===== src/design/volume_convolution_3d_assert.svh =====
// Assertion macros for the volume convolution block.
// Used by the top level only; no other dependencies.
`ifndef VOLUME_CONVOLUTION_3D_ASSERT_SVH
`define VOLUME_CONVOLUTION_3D_ASSERT_SVH
`ifndef SYNTHESIS
`define VC_ASSERT_IMPL(label, clk, rst_n, cond, msg) \
	label: assert property (@(posedge clk) disable iff (!rst_n) (cond)) else $error(msg);
`define VC_ASSERT_NEXT(label, clk, rst_n, pre, post, msg) \
	label: assert property (@(posedge clk) disable iff (!rst_n) (pre) |=> (post)) else $error(msg);
`else
`define VC_ASSERT_IMPL(label, clk, rst_n, cond, msg)
`define VC_ASSERT_NEXT(label, clk, rst_n, pre, post, msg)
`endif
`endif


===== src/design/vconv_pkg.sv =====
// Shared types and constants for the volume convolution block.
// No dependencies.
package vconv_pkg;
	localparam logic [1:0] OP_WR_VOXEL  = 2'd0;
	localparam logic [1:0] OP_WR_WEIGHT = 2'd1;
	localparam logic [1:0] OP_COMPUTE   = 2'd2;

	localparam logic [1:0] REG_DEPTH  = 2'd0;
	localparam logic [1:0] REG_HEIGHT = 2'd1;
	localparam logic [1:0] REG_WIDTH  = 2'd2;
	localparam logic [1:0] REG_RADIUS = 2'd3;

	typedef struct packed {
		logic [1:0]         opcode;
		logic [4:0]         coord_z;
		logic [4:0]         coord_y;
		logic [4:0]         coord_x;
		logic signed [15:0] value;
	} req_t;

	typedef struct packed {
		logic signed [31:0] result;
		logic               status;
	} rsp_t;

	// controller -> datapath
	typedef struct packed {
		logic load;      // capture request
		logic wr_voxel;
		logic wr_weight;
		logic start;     // clear window counters and accumulator
		logic step;      // issue one tap read, advance counters
		logic fin;       // compute shifted result
		logic err;       // result zero, status one
		logic push;      // move result into output register
	} cmd_t;

	// datapath -> controller
	typedef struct packed {
		logic vox_ok;
		logic wgt_ok;
		logic last_tap;
		logic drained;
	} sts_t;
endpackage


===== src/design/vconv_ctrl.sv =====
// Controller state machine: sequences writes and window taps, handles handshake.
// Depends on vconv_pkg.
module vconv_ctrl
	import vconv_pkg::*;
(
	input  logic clk,
	input  logic arst_n,
	input  logic in_valid,
	input  logic [1:0] opcode,
	input  sts_t sts,
	input  logic out_stall,
	output logic in_stall,
	output logic out_valid,
	output cmd_t cmd
);
	localparam logic [2:0] S_IDLE = 3'd0;
	localparam logic [2:0] S_DEC  = 3'd1;
	localparam logic [2:0] S_RUN  = 3'd2;
	localparam logic [2:0] S_WAIT = 3'd3;
	localparam logic [2:0] S_OUT  = 3'd4;

	logic [2:0] state_q, state_d;
	logic [1:0] op_q;
	logic ov_q;
	logic dec_ok;

	assign in_stall  = (state_q != S_IDLE);
	assign out_valid = ov_q;
	assign dec_ok    = (op_q == OP_WR_WEIGHT) ? sts.wgt_ok : sts.vox_ok;

	always_comb begin
		cmd = '0;
		state_d = state_q;
		unique case (state_q)
			S_IDLE: if (in_valid && !in_stall) begin
				cmd.load = 1'b1;
				state_d = S_DEC;
			end
			S_DEC: begin
				if (op_q == OP_WR_VOXEL && dec_ok) cmd.wr_voxel = 1'b1;
				else if (op_q == OP_WR_WEIGHT && dec_ok) cmd.wr_weight = 1'b1;
				else if (op_q == OP_COMPUTE && dec_ok) cmd.start = 1'b1;
				else cmd.err = 1'b1;
				state_d = (op_q == OP_COMPUTE && dec_ok) ? S_RUN : S_OUT;
			end
			S_RUN: begin
				cmd.step = 1'b1;
				if (sts.last_tap) state_d = S_WAIT;
			end
			S_WAIT: if (sts.drained) begin
				cmd.fin = 1'b1;
				state_d = S_OUT;
			end
			S_OUT: if (!ov_q || !out_stall) begin
				cmd.push = 1'b1;
				state_d = S_IDLE;
			end
			default: state_d = S_IDLE;
		endcase
	end

	always_ff @(posedge clk or negedge arst_n) begin
		if (!arst_n) begin
			state_q <= S_IDLE;
			op_q <= '0;
			ov_q <= 1'b0;
		end else begin
			state_q <= state_d;
			if (cmd.load)
				op_q <= opcode;
			if (cmd.push)
				ov_q <= 1'b1;
			else if (ov_q && !out_stall)
				ov_q <= 1'b0;
		end
	end
endmodule


===== config.mk =====
export PLATFORM = sky130hd
export DESIGN_NAME = vconv_ctrl
export DESIGN_NICKNAME = d
export VERILOG_FILES = /design/src/design/volume_convolution_3d_assert.svh /design/src/design/vconv_pkg.sv /design/src/design/vconv_ctrl.sv
export SDC_FILE = /design/constraint.sdc
export NUM_CORES = 1
export LEC_CHECK = 0
export ABC_AREA = 1
export BUFFER_PORTS_ARGS = -buffer_cell sky130_fd_sc_hd__buf_2
export CORE_AREA = 5 5 42 44
export CTS_BUF_LIST = sky130_fd_sc_hd__clkbuf_2 sky130_fd_sc_hd__clkbuf_4 sky130_fd_sc_hd__clkbuf_8
export DETAILED_ROUTE_END_ITERATION = 7
export DIE_AREA = 0 0 47 49
export GPL_TIMING_DRIVEN = 0
export HOLD_SLACK_MARGIN = 0.03
export PLACE_DENSITY = 0.59
export RECOVER_POWER = 100
export SLEW_MARGIN = 10
export SYNTH_ARGS = -nofsm -noshare
export SYNTH_HDL_FRONTEND = slang
export SYNTH_SLANG_ARGS = --single-unit

===== constraint.sdc =====
create_clock -name clk -period 1.4 [get_ports clk]
set_clock_uncertainty 0.2 [all_clocks]
set_input_delay 0.42 -clock clk [delete_from_list [all_inputs] [get_ports clk]]
set_output_delay 0.42 -clock clk [all_outputs]
set_load 0.01 [all_outputs]

==> summary.md, run 1 <==
| Metric | Value |
|---|---|
| CP Capture Type | output pin |
| Final Cell Area | between 700 and 800 um^2 |
| Layout Cells excl Fill | 110 |
| Antenna violations before repair | 0 |
| Die Y | around 49 um |
| Reg power frac | 25.6% |
| Final setup viols | 12 |
| Synth top area share | about two fifths |
| H-tree depth | 1 |
| Seq/Total Area, Yosys | 38.6% |
| Fin util | a little under three fifths |
| Slew margin rel. | slightly below 80% |
| Crit Path Class | reg2out |
| Global-route wire length before repair | about 1.8 mm |
| Max cap viols | 0 |
| WL/cell | 11.2 um |
| Final Cycle Share | 128% |
| Setup ws final | -0.398 ns |
| Placed cell count | between 90 and 100 |
| Clk pwr share | between 10% and 20% |
| Pre-CTS WS | -0.251 ns |
| Switching share of power | between 40% and 50% |
| Nets@finish | ~110 |
| Cell breakdown of the critical path | nor2_4 > nand3_1 > inv_2 > buf_2 |
| Most used flip-flop cell after synthesis | dfrtp_1 |
| Tot GR Track Use | between 10% and 20% |
| Largest net degree at the start of global routing | 7 |
| Post-DP HPWL | approximately 780 um |
| Failing checks | negative setup slack |
| Vias | 490 |
| Hold Vio Cnt, Final | 0 |
| Worst-path maximum fanout | 5 |
| Worst-margin pin slew | 0.343 ns |
| Internal power | 0.000838 W |
| Synth unique cells | 12 |
| Number of flops mapped to enable cells by yosys | 0 |
| DRC | 0 |
| Num ports | 20 |
| Synth Instances | approximately 60 |
| ANT cells | 0 |
| Hold WC Path Type | in2reg |
| Bufs and invs on worst path | 2 |
| Global placement routability congestion | roughly 0.81 |
| Clock latency on the worst-skew pair | around 0.24 ns |
| Vias in the first global route | 450 |
| Drt initial violations | 7 |
| Ys async rst share | 100% |
| Die area | around 2300 um^2 |
| Via density | between 4 and 5 |
| Yosys warnings | 0 |
| Post-Syn Area | around 390 um^2 |
| CTS sink cnt | 6 |
| Area post-placement | ~560 um^2 |
| Worst Path Arrival | approximately 1.2 ns |
| Final wirelength | approximately 1.2 mm |
| F_max | 556 MHz |
| CP Launch Type | register |
| Core Box Area | approximately 1400 um^2 |
| RSZ-0062 raised after global routing | true |
| Fill count | 140 |
| Most frequent cell after synthesis | inv_1 |
| Syn avg cell area | approximately 6.6 um^2 |
| CTS tree | built |
| CP required | slightly below 0.8 ns |
| FF+latch count, synth | 6 |
| Final slew viol count | 0 |
| Synth area leaders | dfrtp_1 39%, nand3_1 14%, inv_1 13% |
| Share of post-route cells with drive strength above 1 | approximately two thirds |
| Switch Pwr | between 0.0006 and 0.0007 W |
| Row count | 14 |
| Layout area overhead | 98.4% |
| Pre-antenna DRT Iters | 4 |
| Cell family with most CP delay | flip-flops |
| Slowest stage cell, crit path | dfrtp_2 |
| Status | finished with violations |
| Remaining Overflow, GRT | 0 |
| CTS Buf Count | 3 |
| # port buffers | 19 |
| Clock slew at reported path FFs | roughly 0.050 ns |
| Max Root-Sink Buffers | 2 |
| Syn_nets | 69 |
| Tmin final | between 1.5 and 2 ns |
| Comb pwr share | between 60% and 70% |
| Root Buffer | clkbuf_4 |
| Area leader, netlist | dfrtp_1 |
| DRT antenna net count | 0 |
| P_leak | 0.407 nW |
| Die width | roughly 47 um |
| PwrDens | ~1900 nW/um^2 |
| CP max stage delay | approximately 0.44 ns |
| Top cells by count, synth | 13 x inv_1, 12 x nand2_1, 11 x nand3_1 |
| Initial Util | about 28% |
| Peak supply drop | approximately 1.1 mV |
==> registers in the layout (all words and copies together), names as in the netlist <==
| name | count |
|---|---|
| op_q | 2 |
| state_q | 3 |
| out_valid | 1 |
==> metal layers <==
layer | GRT usage [%] | routed length (um)
met1 | 14.6 | 552
met2 | 16.5 | 611
met3 | 2.21 | 69
met4 | 4.15 | 0
met5 | 0 | 0
==> worst paths after layout <==
kind	end	slack [ns]	start	cells past startpoint
worst max register to register	state_q[0]	-0.05	state_q[2]	8
worst min-delay path	op_q[1]	0.19	opcode[1]	3
max in group asynchronous	state_q[0]	0.35	arst_n	2
worst max-delay path	cmd[7]	-0.40	state_q[2]	4
worst min register to register	out_valid	0.34	out_valid	2
min in group asynchronous	op_q[0]	0.38	arst_n	2
==> power by group through the flow <==
stage          Clock, W  Sequential [W]  Combinational [W]
2_1_floorplan         0        0.000346           0.000391
3_3_place_gp          0        0.000352           0.000541
3_5_place_dp          0        0.000356           0.000542
4_1_cts        0.000195        0.000371           0.000684
5_1_grt        0.000214        0.000396            0.00100
6_report       0.000197        0.000382           0.000916
==> cell type report <==
| cell class | instances | area [um^2] | share of cell area, % |
|---|---|---|---|
| multi-input cells | 39 | 298 | 38.6 |
| repair buffers | 31 | 210 | 27.2 |
| inverters | 14 | 57.6 | 7.46 |
| clock buffers | 4 | 30.0 | 3.89 |
| well taps | 16 | 20.0 | 2.59 |
| flip-flops and latches | 6 | 156 | 20.3 |
==> stage by stage <==
stage          hold slack, ns  power, W  setup TNS, ns
2_1_floorplan         -0.0756  0.000737         -0.167
3_3_place_gp           0.0534  0.000893          -1.42
3_5_place_dp           0.0525  0.000899          -1.48
4_1_cts                 0.190   0.00125          -3.14
5_1_grt                 0.195   0.00161          -4.18
6_report                0.187   0.00149          -3.27
==> what timing repair did <==
action | in CTS | in global routing
gates cloned | 0 | 0
gates resized for setup | 13 | 15
endpoints found under the setup margin | 9 | 12
pin swaps | 4 | 6
hold buffers | 1 | 0
buffers inserted | 4 | 7
endpoints found under the hold margin | 6 | 0
==> cells in the final DEF (no fill, tap or decap), types with 3 or more instances in the layout <==
master / count
buf_2: 16
nor2_2: 5
o21ai_0: 3
buf_4: 8
nand2_1: 10
nand3_4: 3
nand3_1: 4
clkbuf_4: 4
buf_6: 5
nand3_2: 5
dfrtp_2: 5
inv_1: 7
inv_2: 5
==> cells by family (layout without fill, tap and decap cells) <==
logic type	after synthesis	after routing	share of synthesized area (%)
and+or+nand+nor	35	35	42.1
buffers and inverters	14	49	13.5
DFF	6	6	38.6
AOI/OAI and AO/OA	4	4	5.79
==> worst min-delay path: stages <==
cell	delay, ns
buf_2	0.07
nand2_1	0.04
o21ai_0	0.06
(Power assumes the default switching activity.)
==> run 2: changes to the inputs <==
==> constraint.sdc (replaced) <==
create_clock -name clk -period 1.9 [get_ports clk]
set_clock_uncertainty 0.2 [all_clocks]
set_input_delay 0.57 -clock clk [delete_from_list [all_inputs] [get_ports clk]]
set_output_delay 0.57 -clock clk [all_outputs]
set_load 0.01 [all_outputs]
==> run 2 against run 1 <==
The run still ends with negative setup slack left. Register-to-register slack gained 0.42 ns. Hold slack improved by 0.14 ns. Sequential cell count unchanged. Clock power is 38% lower. Clock-buffer cell count shrank 1. Non-clock buffer count is 2 lower. Routed wire length shrank 5.6%. Critical path depth is the same. Setup slack better by 0.28 ns. Core utilization is 5.9 points lower. First-iteration DRC count unchanged. Global-route usage is 0.71 points lower. Largest power group unchanged.
==> summary.md, run 2 (synthesized netlist as in run 1, its figures left out) <==
| Metric | Value |
|---|---|
| Status | finished with violations |
| Failing checks | negative setup slack |
| Clock latency on the worst-skew pair | 0.25 ns (about the same) |
| Root Buffer | clkbuf_4 |
| Reg-to-Reg Start | state_q[2] |
| Biggest register | state_q |
| Fill count | 149 (+6.4%) |
| Vias | 500 (+2.0%) |
| Max cap viols | 0 (unchanged) |
| P_leak | 0.394 nW (-3.2%) |
| Final wirelength | 1.16 mm (-5.6%) |
| Switching share of power | 43.3% (-0.67 points) |
| Largest net degree at the start of global routing | 7 (unchanged) |
| Worst-margin pin slew | 0.221 ns (-0.122 ns) |
| R2r endpoint | state_q[0] |
| Layout area overhead | 77.2% |
| CP Launch Type | register |
| Row count | 14 (unchanged) |
| Reg power frac | 27.7% (+2.1 points) |
| Hold Vio Cnt, Final | 0 (unchanged) |
| Num ports | 20 (unchanged) |
| Internal power | 0.000536 W (-36%) |
| Final Cycle Share | 106% |
| Reg-to-reg slack, setup | 0.37 ns (+0.42 ns) |
| ANT cells | 0 (unchanged) |
| Post-DP HPWL | 749 um (-3.7%) |
| Worst setup path end | cmd[6] |
| Sequential Area | 154 um^2 (-1.6%) |
| Cell breakdown of the critical path | inv_4 > nand3_4 > nor4_2 > buf_2 |
| Final setup viols | 6 (-6) |
| Max Root-Sink Buffers | 2 (unchanged) |
| Crit path launch | state_q[1] |
| # port buffers | 19 (unchanged) |
| Area post-placement | 504 um^2 (-10%) |
| Worst-path maximum fanout | 5 (unchanged) |
| Die Y | 49 um (unchanged) |
| CP max stage delay | 0.45 ns (about the same) |
| Die width | 47 um (unchanged) |
| Final Cell Area | 689 um^2 (-11%) |
| Tmin final | 2.02 ns |
| Global placement routability congestion | 0.758 (-6.0%) |
| Vias in the first global route | 425 (-5.6%) |
| Hold Path Stages | 3 (unchanged) |
| Setup_tns | -0.306 ns (+2.97 ns) |
| CTS tree | built |
| Pre-CTS WS | 0.0120 ns (+0.263 ns) |
| Slew margin rel. | 85.2% (+8.1 points) |
| Via density | 4.67 (+4.9%) |
| Tot GR Track Use | 10.1% (-0.71 points) |
| Setup ws final | -0.116 ns (+0.282 ns) |
| Pre-antenna DRT Iters | 3 (-1) |
| CP required | 1.13 ns (+0.35 ns) |
| CTS sink cnt | 6 (unchanged) |
| Worst Path Arrival | 1.25 ns (+0.07 ns) |
| CTS Buf Count | 3 (unchanged) |
| Most frequent cells in the layout | 17 x buf_2, 11 x nand2_1, 9 x inv_1, 8 x nand3_1, 6 x buf_6 |
| Commonest non-fill, non-tap cell in the layout | buf_2 |
| DRT antenna net count | 0 (unchanged) |
| Global-route wire length before repair | 1.65 mm (-11%) |
| Clk pwr share | 13.0% (-0.2 points) |
| Remaining Overflow, GRT | 0 (unchanged) |
| Peak supply drop | 0.617 mV (-43%) |
| Die area | 2300 um^2 (unchanged) |
| Drt initial violations | 7 (unchanged) |
| H-tree depth | 1 (unchanged) |
| F_max | 496 MHz |
| Switch Pwr | 0.000409 W (-38%) |
| Comb pwr share | 59.3% (-2.0 points) |
| Final slew viol count | 0 (unchanged) |
| Crit Path Class | reg2out |
| Clock slew at reported path FFs | 0.05 ns (about the same) |
| RSZ-0062 raised after global routing | true |
| Slowest stage cell, crit path | dfrtp_2 |
| Cells on worst reg2reg path | 8 (unchanged) |
| Share of post-route cells with drive strength above 1 | 53.8% (-14 points) |
| Hold WC Path Type | in2reg |
| Max FFs per register | 3 (unchanged) |
| Nets@finish | 103 (-1.9%) |
| Core Box Area | 1400 um^2 (unchanged) |
| Antenna violations before repair | 0 (unchanged) |
| Initial Util | 27.8% (unchanged) |
| Multi-input gate area | 233 um^2 (-22%) |
| WL/cell | 10.9 um (-2.9%) |
| DRC | 0 (unchanged) |
| CP Capture Type | output pin |
| PwrDens | 1370 nW/um^2 (-29%) |
run 2: cell types whose count changed in the layout (fill, tap and decap cells not counted), moves of 2 or more:
cell     delta
nand3_2     -3
dfrtp_1     +2
nor2_2      -2
dfrtp_2     -2
inv_1       +2
nor2_1      +3
buf_4       -3
inv_2       -3
nand3_1     +4
run 2: per-stage QoR:
step | hold WS, ns | power (W) | instances | utilization [%]
floorplan | 0.0744 | 0.000455 | 59 | -
global placement | 0.200 | 0.000563 | 94 | 36.0
detailed placement | 0.200 | 0.000565 | 94 | 36.0
CTS | 0.328 | 0.000780 | 102 | 41.9
global route | 0.329 | 0.00102 | 107 | 49.2
finish | 0.325 | 0.000945 | 107 | 49.2
run 2: worst max-delay path, delay by kind of cell, from the launching register on:
family / cells / cell delay [ns]
flip-flops: 1 / 0.45
AND/OR/NAND/NOR: 2 / 0.28
buffers and inverters: 2 / 0.26
run 2: area by class of cell:
cell class,count,area share (%)
Clock buffer,3,3.27
Multi-Input combinational cell,39,33.8
Sequential cell,6,22.3
Tap cell,16,2.90
Timing Repair Buffer,29,29.0
Inverter,14,8.71
run 2: repair_timing:
action,in CTS,in global routing
hold buffers,1,0
endpoints found under the hold margin,6,0
resized for setup,9,16
pin swaps,2,5
endpoints found under the setup margin,7,9
setup buffers,4,5
run 2: layer usage:
| layer | up-vias | global-route usage, % | wire length, um |
|---|---|---|---|
| li1 | 253 | - | - |
| met2 | 18 | 15.4 | 562 |
| met3 | 6 | 4.43 | 90 |
| met4 | 0 | 5.53 | 39 |
| met5 | - | 0 | 0 |
| met1 | 223 | 11.5 | 471 |
run 2: worst min path at each step:
| stage | from | end |
|---|---|---|
| 5_1_grt | opcode[0] | op_q[0] |
| 2_1_floorplan | arst_n | op_q[0] |
| 3_5_place_dp | arst_n | out_valid |
| 6_report | opcode[1] | op_q[1] |
| 4_1_cts | opcode[1] | op_q[1] |
| 3_3_place_gp | arst_n | state_q[1] |
run 2: power groups by stage:
stage	Combinational [W]	Clock, W	Sequential (W)
finish	0.000560	0.000123	0.000262
detailed placement	0.000335	0	0.000230
global route	0.000609	0.000138	0.000269
CTS	0.000410	0.000125	0.000244
global placement	0.000334	0	0.000229
floorplan	0.000229	0	0.000227
